**config.mk**
```make
export PLATFORM = sky130hd
export DESIGN_NAME = console_line_editor
export DESIGN_NICKNAME = d
export VERILOG_FILES = /design/src/rtl/core/cle_pkg.sv /design/src/rtl/core/console_line_editor.sv /design/src/rtl/core/cle_front.sv /design/src/rtl/core/cle_cmd_fifo.sv /design/src/rtl/core/cle_back.sv
export SDC_FILE = /design/constraint.sdc
export NUM_CORES = 1
export LEC_CHECK = 0
export ABC_AREA = 0
export BUFFER_PORTS_ARGS = -buffer_cell sky130_fd_sc_hd__buf_2
export CORE_UTILIZATION = 28
export DETAILED_ROUTE_END_ITERATION = 10
export GPL_TIMING_DRIVEN = 0
export PLACE_DENSITY = 0.42
export REMOVE_ABC_BUFFERS = 1
export SLEW_MARGIN = 20
export SYNTH_ARGS = -nofsm -noshare
export SYNTH_HDL_FRONTEND = slang
export SYNTH_SLANG_ARGS = --single-unit
export TNS_END_PERCENT = 100
```
**constraint.sdc**
```tcl
create_clock -name clk -period 3.5 [get_ports clk]
set_input_delay 0.525 -clock clk [delete_from_list [all_inputs] [get_ports clk]]
set_output_delay 0.525 -clock clk [all_outputs]
set_load 0.02 [all_outputs]
```
**src/rtl/core/cle_pkg.sv**
```systemverilog
`timescale 1ns / 1ps
`default_nettype none
// ----------------------------------------------------------------------------
// cle_pkg
// shared types, character codes and echo helpers of the console line editor
// ----------------------------------------------------------------------------
package cle_pkg;

  // control characters
  localparam logic [7:0] CH_BS  = 8'h08;
  localparam logic [7:0] CH_ESC = 8'h1B;
  localparam logic [7:0] CH_CR  = 8'h0D;
  localparam logic [7:0] CH_LF  = 8'h0A;
  localparam logic [7:0] CH_SP  = 8'h20;

  // line counts never exceed the 6-bit max_line_length register
  localparam int unsigned CNT_W   = 6;
  localparam int unsigned CFG_W   = 6;
  localparam int unsigned LEN_W   = 5;
  localparam logic [CFG_W-1:0] CFG_RESET = 6'd32;

  // command queue depth
  localparam int unsigned QUEUE_DEPTH = 2;

  typedef enum logic [1:0] {
    ECHO_CHAR,
    ECHO_CR,
    ECHO_LF,
    ECHO_BS
  } echo_kind_t;

  typedef enum logic [1:0] {
    LINE_NONE,
    LINE_FORCED,
    LINE_END
  } line_op_t;

  typedef struct packed {
    echo_kind_t       echo;
    logic [7:0]       ch;
    line_op_t         line_op;
    logic [CNT_W-1:0] total;
  } cle_cmd_t;

  typedef struct packed {
    logic in_line;
    logic line_done;
  } back_status_t;

  typedef struct packed {
    logic full;
    logic push;
  } queue_status_t;

  typedef enum logic [1:0] {
    BK_IDLE,
    BK_ECHO,
    BK_LINE
  } back_state_t;

  // number of echo bytes per echo kind
  function automatic logic [1:0] echo_count(input echo_kind_t kind);
    logic [1:0] n;
    unique case (kind)
      ECHO_CHAR: n = 2'd1;
      ECHO_CR:   n = 2'd2;
      ECHO_LF:   n = 2'd2;
      ECHO_BS:   n = 2'd3;
      default:   n = 2'd1;
    endcase
    return n;
  endfunction

  // echo byte at a given step of the sequence
  function automatic logic [7:0] echo_byte(input echo_kind_t kind, input logic [7:0] ch,
                                           input logic [1:0] step);
    logic [7:0] b;
    unique case (kind)
      ECHO_CHAR: b = ch;
      ECHO_CR:   b = (step == 2'd0) ? ch : CH_LF;
      ECHO_LF:   b = (step == 2'd0) ? ch : CH_CR;
      ECHO_BS:   b = (step == 2'd1) ? CH_SP : CH_BS;
      default:   b = ch;
    endcase
    return b;
  endfunction

endpackage
`default_nettype wire

```
**src/rtl/core/console_line_editor.sv**
```systemverilog
`timescale 1ns / 1ps
`default_nettype none
// a byte's first result passes through the command queue, the back-end idle state
// and the result register; results go out one per cycle while out_stall is low,
// and each command taken from the queue passes through the idle state; a byte that
// completes a line holds off input until the whole line has been read out
// reset: fill index, skip count, queue and result valid flag clear, max_line_length
//   returns to 32; the line store is not cleared
// ----------------------------------------------------------------------------
// console_line_editor
// serial console line editor: echo, backspace, escape skipping and line delivery
// ----------------------------------------------------------------------------
module console_line_editor
  import cle_pkg::*;
#(
  parameter int unsigned LINE_DEPTH = 32
) (
  input  wire logic             clk,
  input  wire logic             rst_n,
  // configuration
  input  wire logic             cfg_wr_en,
  input  wire logic [CFG_W-1:0] cfg_wr_data,
  // received byte requests
  input  wire logic             in_valid,
  output logic                  in_stall,
  input  wire logic [7:0]       in_rx_byte,
  // echo and line result requests
  output logic                  out_valid,
  input  wire logic             out_stall,
  output logic                  out_kind,
  output logic [7:0]            out_byte,
  output logic [LEN_W-1:0]      out_line_length,
  output logic                  out_last
);

  localparam int unsigned AW = $clog2(LINE_DEPTH);

  // max_line_length register: the user writes it only while the editor is idle; not enforced here
  logic [CFG_W-1:0] cfg_max_r;

  always_ff @(posedge clk) begin
    if (!rst_n) begin
      cfg_max_r <= CFG_RESET;
    end else if (cfg_wr_en) begin
      cfg_max_r <= cfg_wr_data;
    end
  end

  // front to queue
  logic          q_push;
  cle_cmd_t      q_push_cmd;
  logic          q_full;
  logic          q_empty;
  logic          q_pop;
  cle_cmd_t      q_head;
  queue_status_t q_st;

  // front to line store
  logic          mem_we;
  logic [AW-1:0] mem_addr;
  logic [7:0]    mem_data;

  // handshake between the two ends about the line being read out
  logic          line_pend;
  back_status_t  bk_st;

  assign q_st = '{full: q_full, push: q_push};

  // front end: classifies each byte, updates fill and skip, stores line bytes
  cle_front #(
    .LINE_DEPTH (LINE_DEPTH)
  ) u_front (
    .clk        (clk),
    .rst_n      (rst_n),
    .cfg_max    (cfg_max_r),
    .in_valid   (in_valid),
    .in_stall   (in_stall),
    .in_rx_byte (in_rx_byte),
    .q_full     (q_full),
    .line_done  (bk_st.line_done),
    .q_push     (q_push),
    .q_cmd      (q_push_cmd),
    .mem_we     (mem_we),
    .mem_addr   (mem_addr),
    .mem_data   (mem_data),
    .line_pend  (line_pend)
  );

  // command queue lets echo work pile up while results are stalled
  cle_cmd_fifo u_queue (
    .clk      (clk),
    .rst_n    (rst_n),
    .push     (q_push),
    .push_cmd (q_push_cmd),
    .pop      (q_pop),
    .head_cmd (q_head),
    .empty    (q_empty),
    .full     (q_full)
  );

  // back end: echo sequences and line read-out into the result register
  cle_back #(
    .LINE_DEPTH (LINE_DEPTH)
  ) u_back (
    .clk             (clk),
    .rst_n           (rst_n),
    .mem_we          (mem_we),
    .mem_addr        (mem_addr),
    .mem_data        (mem_data),
    .head_cmd        (q_head),
    .q_empty         (q_empty),
    .q_pop           (q_pop),
    .status          (bk_st),
    .out_valid       (out_valid),
    .out_stall       (out_stall),
    .out_kind        (out_kind),
    .out_byte        (out_byte),
    .out_line_length (out_line_length),
    .out_last        (out_last)
  );

  // the store must not be overwritten while a line is read out of it
  a_line_guarded : assert property (@(posedge clk) disable iff (!rst_n)
    bk_st.in_line |-> line_pend)
    else $error("line read-out without pending line");

  // the end of a read-out loads the final line byte of the request
  a_done_last : assert property (@(posedge clk) disable iff (!rst_n)
    bk_st.line_done |=> out_valid && out_last && out_kind)
    else $error("line end not marked on result");

  // no command is pushed into a full queue
  a_no_overflow : assert property (@(posedge clk) disable iff (!rst_n)
    q_st.full |-> !q_st.push)
    else $error("command queue overflow");

endmodule
`default_nettype wire

```
**src/rtl/core/cle_front.sv**
```systemverilog
`timescale 1ns / 1ps
`default_nettype none
// ----------------------------------------------------------------------------
// cle_front
// accepts console bytes, tracks fill and skip state, writes the line store
// and queues echo and line commands for the back end
// ----------------------------------------------------------------------------
module cle_front
  import cle_pkg::*;
#(
  parameter int unsigned LINE_DEPTH = 32
) (
  input  wire logic                          clk,
  input  wire logic                          rst_n,
  input  wire logic [CFG_W-1:0]              cfg_max,
  input  wire logic                          in_valid,
  output logic                               in_stall,
  input  wire logic [7:0]                    in_rx_byte,
  input  wire logic                          q_full,
  input  wire logic                          line_done,
  output logic                               q_push,
  output cle_cmd_t                           q_cmd,
  output logic                               mem_we,
  output logic [$clog2(LINE_DEPTH)-1:0]      mem_addr,
  output logic [7:0]                         mem_data,
  output logic                               line_pend
);

  localparam int unsigned AW = $clog2(LINE_DEPTH);

  logic [AW-1:0] fill_r, fill_nxt;
  logic [1:0]    skip_r, skip_nxt;
  logic          pend_r, pend_nxt;
  logic          accept;
  logic [6:0]    cfg_ext;
  logic [6:0]    lim_ext;
  logic [AW-1:0] lim;
  logic [AW-1:0] fill_inc;

  // effective limit: register clamped to 2..LINE_DEPTH, minus one
  always_comb begin
    cfg_ext = {1'b0, cfg_max};
    priority if (cfg_ext < 7'd2) begin
      lim_ext = 7'd1;
    end else if (cfg_ext > 7'(LINE_DEPTH)) begin
      lim_ext = 7'(LINE_DEPTH - 1);
    end else begin
      lim_ext = cfg_ext - 7'd1;
    end
  end
  assign lim = lim_ext[AW-1:0];

  assign in_stall = q_full | pend_r;
  assign accept   = in_valid & ~in_stall;
  assign fill_inc = fill_r + AW'(1);

  always_comb begin
    fill_nxt = fill_r;
    skip_nxt = skip_r;
    pend_nxt = pend_r & ~line_done;
    q_push   = 1'b0;
    q_cmd    = '{echo: ECHO_CHAR, ch: in_rx_byte, line_op: LINE_NONE, total: '0};
    mem_we   = 1'b0;
    mem_addr = fill_r;
    mem_data = in_rx_byte;
    if (accept) begin
      priority if (skip_r != 2'd0) begin
        skip_nxt = skip_r - 2'd1;
      end else if (in_rx_byte == CH_BS) begin
        if (fill_r != '0) begin
          fill_nxt   = fill_r - AW'(1);
          q_push     = 1'b1;
          q_cmd.echo = ECHO_BS;
        end
      end else if (in_rx_byte == CH_ESC) begin
        skip_nxt = 2'd2;
      end else begin
        mem_we = 1'b1;
        q_push = 1'b1;
        priority if (in_rx_byte == CH_CR) begin
          q_cmd.echo = ECHO_CR;
        end else if (in_rx_byte == CH_LF) begin
          q_cmd.echo = ECHO_LF;
        end else begin
          q_cmd.echo = ECHO_CHAR;
        end
        // a forced line always carries exactly the limit, even when the fill
        // ran past it after the limit was lowered
        priority if (fill_inc >= lim) begin
          q_cmd.line_op = LINE_FORCED;
          q_cmd.total   = CNT_W'(lim);
          fill_nxt      = '0;
          pend_nxt      = 1'b1;
        end else if (in_rx_byte == CH_CR || in_rx_byte == CH_LF) begin
          q_cmd.line_op = LINE_END;
          q_cmd.total   = CNT_W'(fill_inc) + CNT_W'(1);
          fill_nxt      = '0;
          pend_nxt      = 1'b1;
        end else begin
          fill_nxt = fill_inc;
        end
      end
    end
  end

  always_ff @(posedge clk) begin
    if (!rst_n) begin
      fill_r <= '0;
      skip_r <= 2'd0;
      pend_r <= 1'b0;
    end else begin
      fill_r <= fill_nxt;
      skip_r <= skip_nxt;
      pend_r <= pend_nxt;
    end
  end

  assign line_pend = pend_r;

endmodule
`default_nettype wire

```
**src/rtl/core/cle_cmd_fifo.sv**
```systemverilog
`timescale 1ns / 1ps
`default_nettype none
// ----------------------------------------------------------------------------
// cle_cmd_fifo
// short command queue between the front and back ends
// ----------------------------------------------------------------------------
module cle_cmd_fifo
  import cle_pkg::*;
(
  input  wire logic     clk,
  input  wire logic     rst_n,
  input  wire logic     push,
  input  cle_cmd_t      push_cmd,
  input  wire logic     pop,
  output cle_cmd_t      head_cmd,
  output logic          empty,
  output logic          full
);

  localparam int unsigned PW = (QUEUE_DEPTH > 1) ? $clog2(QUEUE_DEPTH) : 1;

  cle_cmd_t       q_mem [QUEUE_DEPTH];
  logic [PW-1:0]  wr_ptr_r, wr_ptr_nxt;
  logic [PW-1:0]  rd_ptr_r, rd_ptr_nxt;
  logic [PW:0]    cnt_r, cnt_nxt;

  assign empty    = (cnt_r == '0);
  assign full     = (cnt_r == (PW+1)'(QUEUE_DEPTH));
  assign head_cmd = q_mem[rd_ptr_r];

  always_comb begin
    wr_ptr_nxt = wr_ptr_r;
    rd_ptr_nxt = rd_ptr_r;
    cnt_nxt    = cnt_r;
    if (push) begin
      wr_ptr_nxt = (wr_ptr_r == PW'(QUEUE_DEPTH - 1)) ? '0 : wr_ptr_r + PW'(1);
    end
    if (pop) begin
      rd_ptr_nxt = (rd_ptr_r == PW'(QUEUE_DEPTH - 1)) ? '0 : rd_ptr_r + PW'(1);
    end
    if (push && !pop) begin
      cnt_nxt = cnt_r + (PW+1)'(1);
    end else if (pop && !push) begin
      cnt_nxt = cnt_r - (PW+1)'(1);
    end
  end

  always_ff @(posedge clk) begin
    if (!rst_n) begin
      wr_ptr_r <= '0;
      rd_ptr_r <= '0;
      cnt_r    <= '0;
    end else begin
      wr_ptr_r <= wr_ptr_nxt;
      rd_ptr_r <= rd_ptr_nxt;
      cnt_r    <= cnt_nxt;
    end
  end

  always_ff @(posedge clk) begin
    if (push) begin
      q_mem[wr_ptr_r] <= push_cmd;
    end
  end

endmodule
`default_nettype wire

```
**src/rtl/core/cle_back.sv**
```systemverilog
`timescale 1ns / 1ps
`default_nettype none
// ----------------------------------------------------------------------------
// cle_back
// runs queued commands: plays echo sequences and reads completed lines out
// of the line store into the result register
// ----------------------------------------------------------------------------
module cle_back
  import cle_pkg::*;
#(
  parameter int unsigned LINE_DEPTH = 32
) (
  input  wire logic                       clk,
  input  wire logic                       rst_n,
  input  wire logic                       mem_we,
  input  wire logic [$clog2(LINE_DEPTH)-1:0] mem_addr,
  input  wire logic [7:0]                 mem_data,
  input  cle_cmd_t                        head_cmd,
  input  wire logic                       q_empty,
  output logic                            q_pop,
  output back_status_t                    status,
  output logic                            out_valid,
  input  wire logic                       out_stall,
  output logic                            out_kind,
  output logic [7:0]                      out_byte,
  output logic [LEN_W-1:0]                out_line_length,
  output logic                            out_last
);

  localparam int unsigned AW = $clog2(LINE_DEPTH);

  logic [7:0]       line_mem [LINE_DEPTH];
  logic [7:0]       rd_data_r;

  back_state_t      state_r, state_nxt;
  cle_cmd_t         cmd_r, cmd_nxt;
  logic [1:0]       step_r, step_nxt;
  logic [CNT_W-1:0] idx_r, idx_nxt;

  logic             out_free;
  logic             emit;
  logic             echo_end;
  logic             line_end;

  logic             valid_r;
  logic             kind_r, kind_nxt;
  logic [7:0]       byte_r, byte_nxt;
  logic [LEN_W-1:0] len_r, len_nxt;
  logic             last_r, last_nxt;

  assign out_free = ~valid_r | ~out_stall;
  assign emit     = out_free & ((state_r == BK_ECHO) | (state_r == BK_LINE));
  assign echo_end = (step_r == echo_count(cmd_r.echo) - 2'd1);
  assign line_end = (idx_r == cmd_r.total - CNT_W'(1));

  // next state
  always_comb begin
    state_nxt = state_r;
    cmd_nxt   = cmd_r;
    step_nxt  = step_r;
    idx_nxt   = idx_r;
    q_pop     = 1'b0;
    unique case (state_r)
      BK_IDLE: begin
        if (!q_empty) begin
          q_pop     = 1'b1;
          cmd_nxt   = head_cmd;
          step_nxt  = 2'd0;
          state_nxt = BK_ECHO;
        end
      end
      BK_ECHO: begin
        if (emit) begin
          step_nxt = step_r + 2'd1;
          if (echo_end) begin
            idx_nxt   = '0;
            state_nxt = (cmd_r.line_op == LINE_NONE) ? BK_IDLE : BK_LINE;
          end
        end
      end
      BK_LINE: begin
        if (emit) begin
          idx_nxt = idx_r + CNT_W'(1);
          if (line_end) begin
            state_nxt = BK_IDLE;
          end
        end
      end
      default: state_nxt = BK_IDLE;
    endcase
  end

  // outputs
  always_comb begin
    kind_nxt = 1'b0;
    byte_nxt = echo_byte(cmd_r.echo, cmd_r.ch, step_r);
    len_nxt  = '0;
    last_nxt = 1'b0;
    status   = '{in_line: (state_r == BK_LINE), line_done: 1'b0};
    unique case (state_r)
      BK_ECHO: begin
        last_nxt = echo_end & (cmd_r.line_op == LINE_NONE);
      end
      BK_LINE: begin
        kind_nxt = 1'b1;
        byte_nxt = rd_data_r;
        if (cmd_r.line_op == LINE_END) begin
          if (line_end) begin
            byte_nxt = CH_LF;
          end else if (idx_r == cmd_r.total - CNT_W'(2)) begin
            byte_nxt = CH_CR;
          end
        end
        if (line_end) begin
          len_nxt          = cmd_r.total[LEN_W-1:0];
          last_nxt         = 1'b1;
          status.line_done = emit;
        end
      end
      default: begin
      end
    endcase
  end

  always_ff @(posedge clk) begin
    if (!rst_n) begin
      state_r <= BK_IDLE;
      step_r  <= 2'd0;
      idx_r   <= '0;
      valid_r <= 1'b0;
    end else begin
      state_r <= state_nxt;
      step_r  <= step_nxt;
      idx_r   <= idx_nxt;
      if (out_free) begin
        valid_r <= emit;
      end
    end
  end

  always_ff @(posedge clk) begin
    cmd_r <= cmd_nxt;
    if (emit) begin
      kind_r <= kind_nxt;
      byte_r <= byte_nxt;
      len_r  <= len_nxt;
      last_r <= last_nxt;
    end
  end

  // line store, read one entry ahead of the read index
  always_ff @(posedge clk) begin
    if (mem_we) begin
      line_mem[mem_addr] <= mem_data;
    end
    rd_data_r <= line_mem[idx_nxt[AW-1:0]];
  end

  assign out_valid       = valid_r;
  assign out_kind        = kind_r;
  assign out_byte        = byte_r;
  assign out_line_length = len_r;
  assign out_last        = last_r;

endmodule
`default_nettype wire

```
==> impl_metrics.csv <==
group,metric,value,unit
outcome,run_status,"finished, final reports clean",
place,gp_congestion,0.729,
place,dp.cells,1764,
layout,layout-drive-gt1-share,23.2,%
setup_path,timing.setup.critical_path_class,"register to register",
synth,synth.yosys.seq_area_share,68.7,%
power_and_ir_drop,power.ir.vdd_worst,321,uV
clock_network,root_buffer,"sky130_fd_sc_hd__clkbuf_16",
worst_hold_path,worst_hold_path_type,"input pin to register",
layout,finalNonFillerCells,1862,
layout,syn_to_final_growth,19.8,%
setup_path,worstPathRequired,3890,ps
power_and_ir_drop,cellLeakagePower,6.13,nW
power_and_ir_drop,power_per_cell_area,646,nW/um2
timing,setup_repair_after_global_routing_missed_its_margin,"true",
floorplanning,floorplan.die.width,236,um
global_routing,grt_max_degree,42,
drt,drt-pass1-iter-count,5,
floorplanning,floorplan.die_area,55500,um2
drt,first_iter_violations,566,
synth,dominantRegCellSynth,"sky130_fd_sc_hd__edfxtp_1",
timing,period_needed,3430,ps
drt,drc,0,
layout,num-fill-cells,5212,
timing,tightest_slew,1070,ps
synth,post_synth_num_cell_types,59,
floorplanning,ioPinCount,36,
setup_path,critPathMaxFanout,7,
floorplanning,die_h,236,um
timing,final_setup_fails,0,
global_routing,grt_first_pass_wirelength,58.8,mm
place,post-dp-hpwl,23.9,mm
layout,layout_commonest_cell,"sky130_fd_sc_hd__edfxtp_1",
global_routing,first_global_vias,8963,
setup_path,cp-start-kind,"register",
drt,drtAntennaViolNets,0,
layout,mostFrequentLayoutCells,"sky130_fd_sc_hd__edfxtp_1 (325), sky130_fd_sc_hd__nand2_1 (124), sky130_fd_sc_hd__nor2_1 (45)",
global_routing,grt_antenna_before_repair,1,
timing,max_clock_freq,0.291,GHz
setup_path,worst_r2r_path_cells,12,
floorplanning,fp-row-count,85,
drt,vias,8934,
clock_network,htree_num_levels,2,
synth,synthesis.area,15300,um2
layout,finish.instance_area,18300,um2
floorplanning,effective_utilization_at_floorplan,28.4,%
clock_network,cts_tree,"built",
place,buffer_ports.inserted,35,
clock_network,cts-root-to-sink-buffers,3,
synth,postSynthRegisterBits,362,
setup_path,crit_arrival,3830,ps
timing,finClkSkew,23.6,ps
clock_network,numCtsBuffers,42,
floorplanning,core_area,53800,um2
timing,report.final.slew_viol_count,0,
drt,routed_wl,39.5,mm
job,drv.max_cap_violation_count,0,
clock_network,clk-insertion-delay-late,570,ps
clock_network,clock_input_transition_at_the_sequential_cells_of_the_worst_setup_and_hold_paths,60,ps
global_routing,grt.overflow.total,0,
synth,count_of_flip_flops_with_a_built_in_enable_after_synthesis,325,
drt,wl_per_cell,21.2,um
synth,synth-async-reset-ratio,0,%
synth,avgSynthCellArea,14.3,um2
synth,synth_instances,1067,
setup_path,critical_path_end_type,"register",
synth,ys.warnings.count,0,
timing,min_period_over_period,98.1,%
clock_network,post_cts_hold_buffer_count,0,
layout,antenna-diode-count,0,
clock_network,cts.sinks,362,
worst_hold_path,hold_critical_path_depth,3,
layout,design.final.nets,1186,
global_routing,gr-usage-all-layers,14.2,%
drt,via_per_inst,4.80,
timing,final-hold-violation-count,0,
place,dpl-instance-area,16400,um2
timing,worst_slew_margin_rel,28.6,%
-- synthesized netlist by cell type (all sizes together) (18+ instances only) --
cell type | instances | area, um2
nor2 | 79 | 297
nand3 | 43 | 215
a32oi | 18 | 158
a31oi | 27 | 169
a21oi | 20 | 104
dfxtp | 37 | 741
nand2 | 124 | 465
mux4 | 24 | 541
inv | 28 | 105
o21ai | 27 | 139
mux2 | 39 | 439
ha | 28 | 350
mux2i | 30 | 300
clkbuf | 31 | 116
edfxtp | 325 | 9760
-- stage by stage --
stage	TNS [ps]	power (mW)	hold WS [ps]	utilization [%]	setup slack [ps]
after floorplan	-10070	6.86	451	-	-1530
after global placement	-263280	7.57	465	30.0	-4980
after detailed placement	-237130	7.60	474	30.4	-1180
after CTS	0	11.8	169	33.5	8.44
after global routing	-5070	12.3	210	34.0	-166
final	0	11.8	201	34.0	65.5
-- state kept, by name (all words and copies together), names as in the netlist, 2 cells and up --
signal,count
u_queue.q_mem,36
cfg_max_r,6
u_back.idx_r,6
u_queue.cnt_r,2
u_back.state_r,2
u_back.out_byte,8
u_back.step_r,2
u_back.cmd_r,18
u_back.line_mem,256
u_front.skip_r,2
u_front.mem_addr,5
u_back.rd_data_r,8
u_back.out_line_length,5
-- power by group --
group          switching [mW]  internal (mW)  total (mW)  leakage [nW]
registers               0.248           5.23        5.48          3.27
logic                    1.41          0.915        2.32          2.26
clock network            1.72           2.30        4.02         0.605
-- path summary, 6_finish.rpt --
kind                startpoint                  end  slack, ps
min reg2reg  u_back.state_r[1]    u_back.state_r[1]        480
max reg2reg  u_back.state_r[0]  u_back.rd_data_r[7]         70
min             cfg_wr_data[5]         cfg_max_r[5]        200
max          u_back.state_r[0]  u_back.rd_data_r[7]         70
-- area by class of cell --
class	instances	area [um2]	area share, %
multi-input cells	634	4900	26.8
repair buffers	69	682	3.73
inverters	29	114	0.622
flip-flops and latches	362	10500	57.4
clock buffers	51	1110	6.04
clock inverters	20	116	0.636
well taps	696	871	4.76
repair inverters	1	5.00	0.0273
-- kinds of logic after synthesis --
| group | Yosys count | share of synthesized area [%] |
|---|---|---|
| flip-flops | 362 | 68.7 |
| buffers and inverters | 72 | 2.03 |
| AND/OR/NAND/NOR | 331 | 9.96 |
| multiplexers | 93 | 8.38 |
| adder cells (fa/ha/maj) | 28 | 2.29 |
| XOR/XNOR | 28 | 1.61 |
| AO/OA/AOI/OAI | 153 | 6.99 |
-- worst max-delay path, stage by stage, from the launching register on --
cell                       delay (ps)
sky130_fd_sc_hd__dfxtp_2          350
sky130_fd_sc_hd__inv_1            100
sky130_fd_sc_hd__ha_4             310
sky130_fd_sc_hd__a21bo_2          280
sky130_fd_sc_hd__or3_1            360
sky130_fd_sc_hd__and3_4           220
sky130_fd_sc_hd__buf_16           160
sky130_fd_sc_hd__buf_4            150
sky130_fd_sc_hd__buf_4            130
sky130_fd_sc_hd__mux4_2           430
sky130_fd_sc_hd__a22o_1           290
sky130_fd_sc_hd__a211oi_4         330
sky130_fd_sc_hd__a31oi_1          150
-- layer usage --
metal  up-vias  global-route usage, %  part of all wire (%)
met1      4520                   19.3                    46
met5         -                      0                     0
met4         0                   4.44                   2.1
met3        52                   2.38                   4.2
li1       4192                      -                     -
met2       170                   23.2                    48
-- what timing repair did --
action	in CTS	in global routing
setup buffers	14	7
cloned	5	1
gates resized for setup	52	41
pin swaps	9	4
setup endpoints to repair	285	237
No activity file was read; power rests on OpenSTA's default activity.
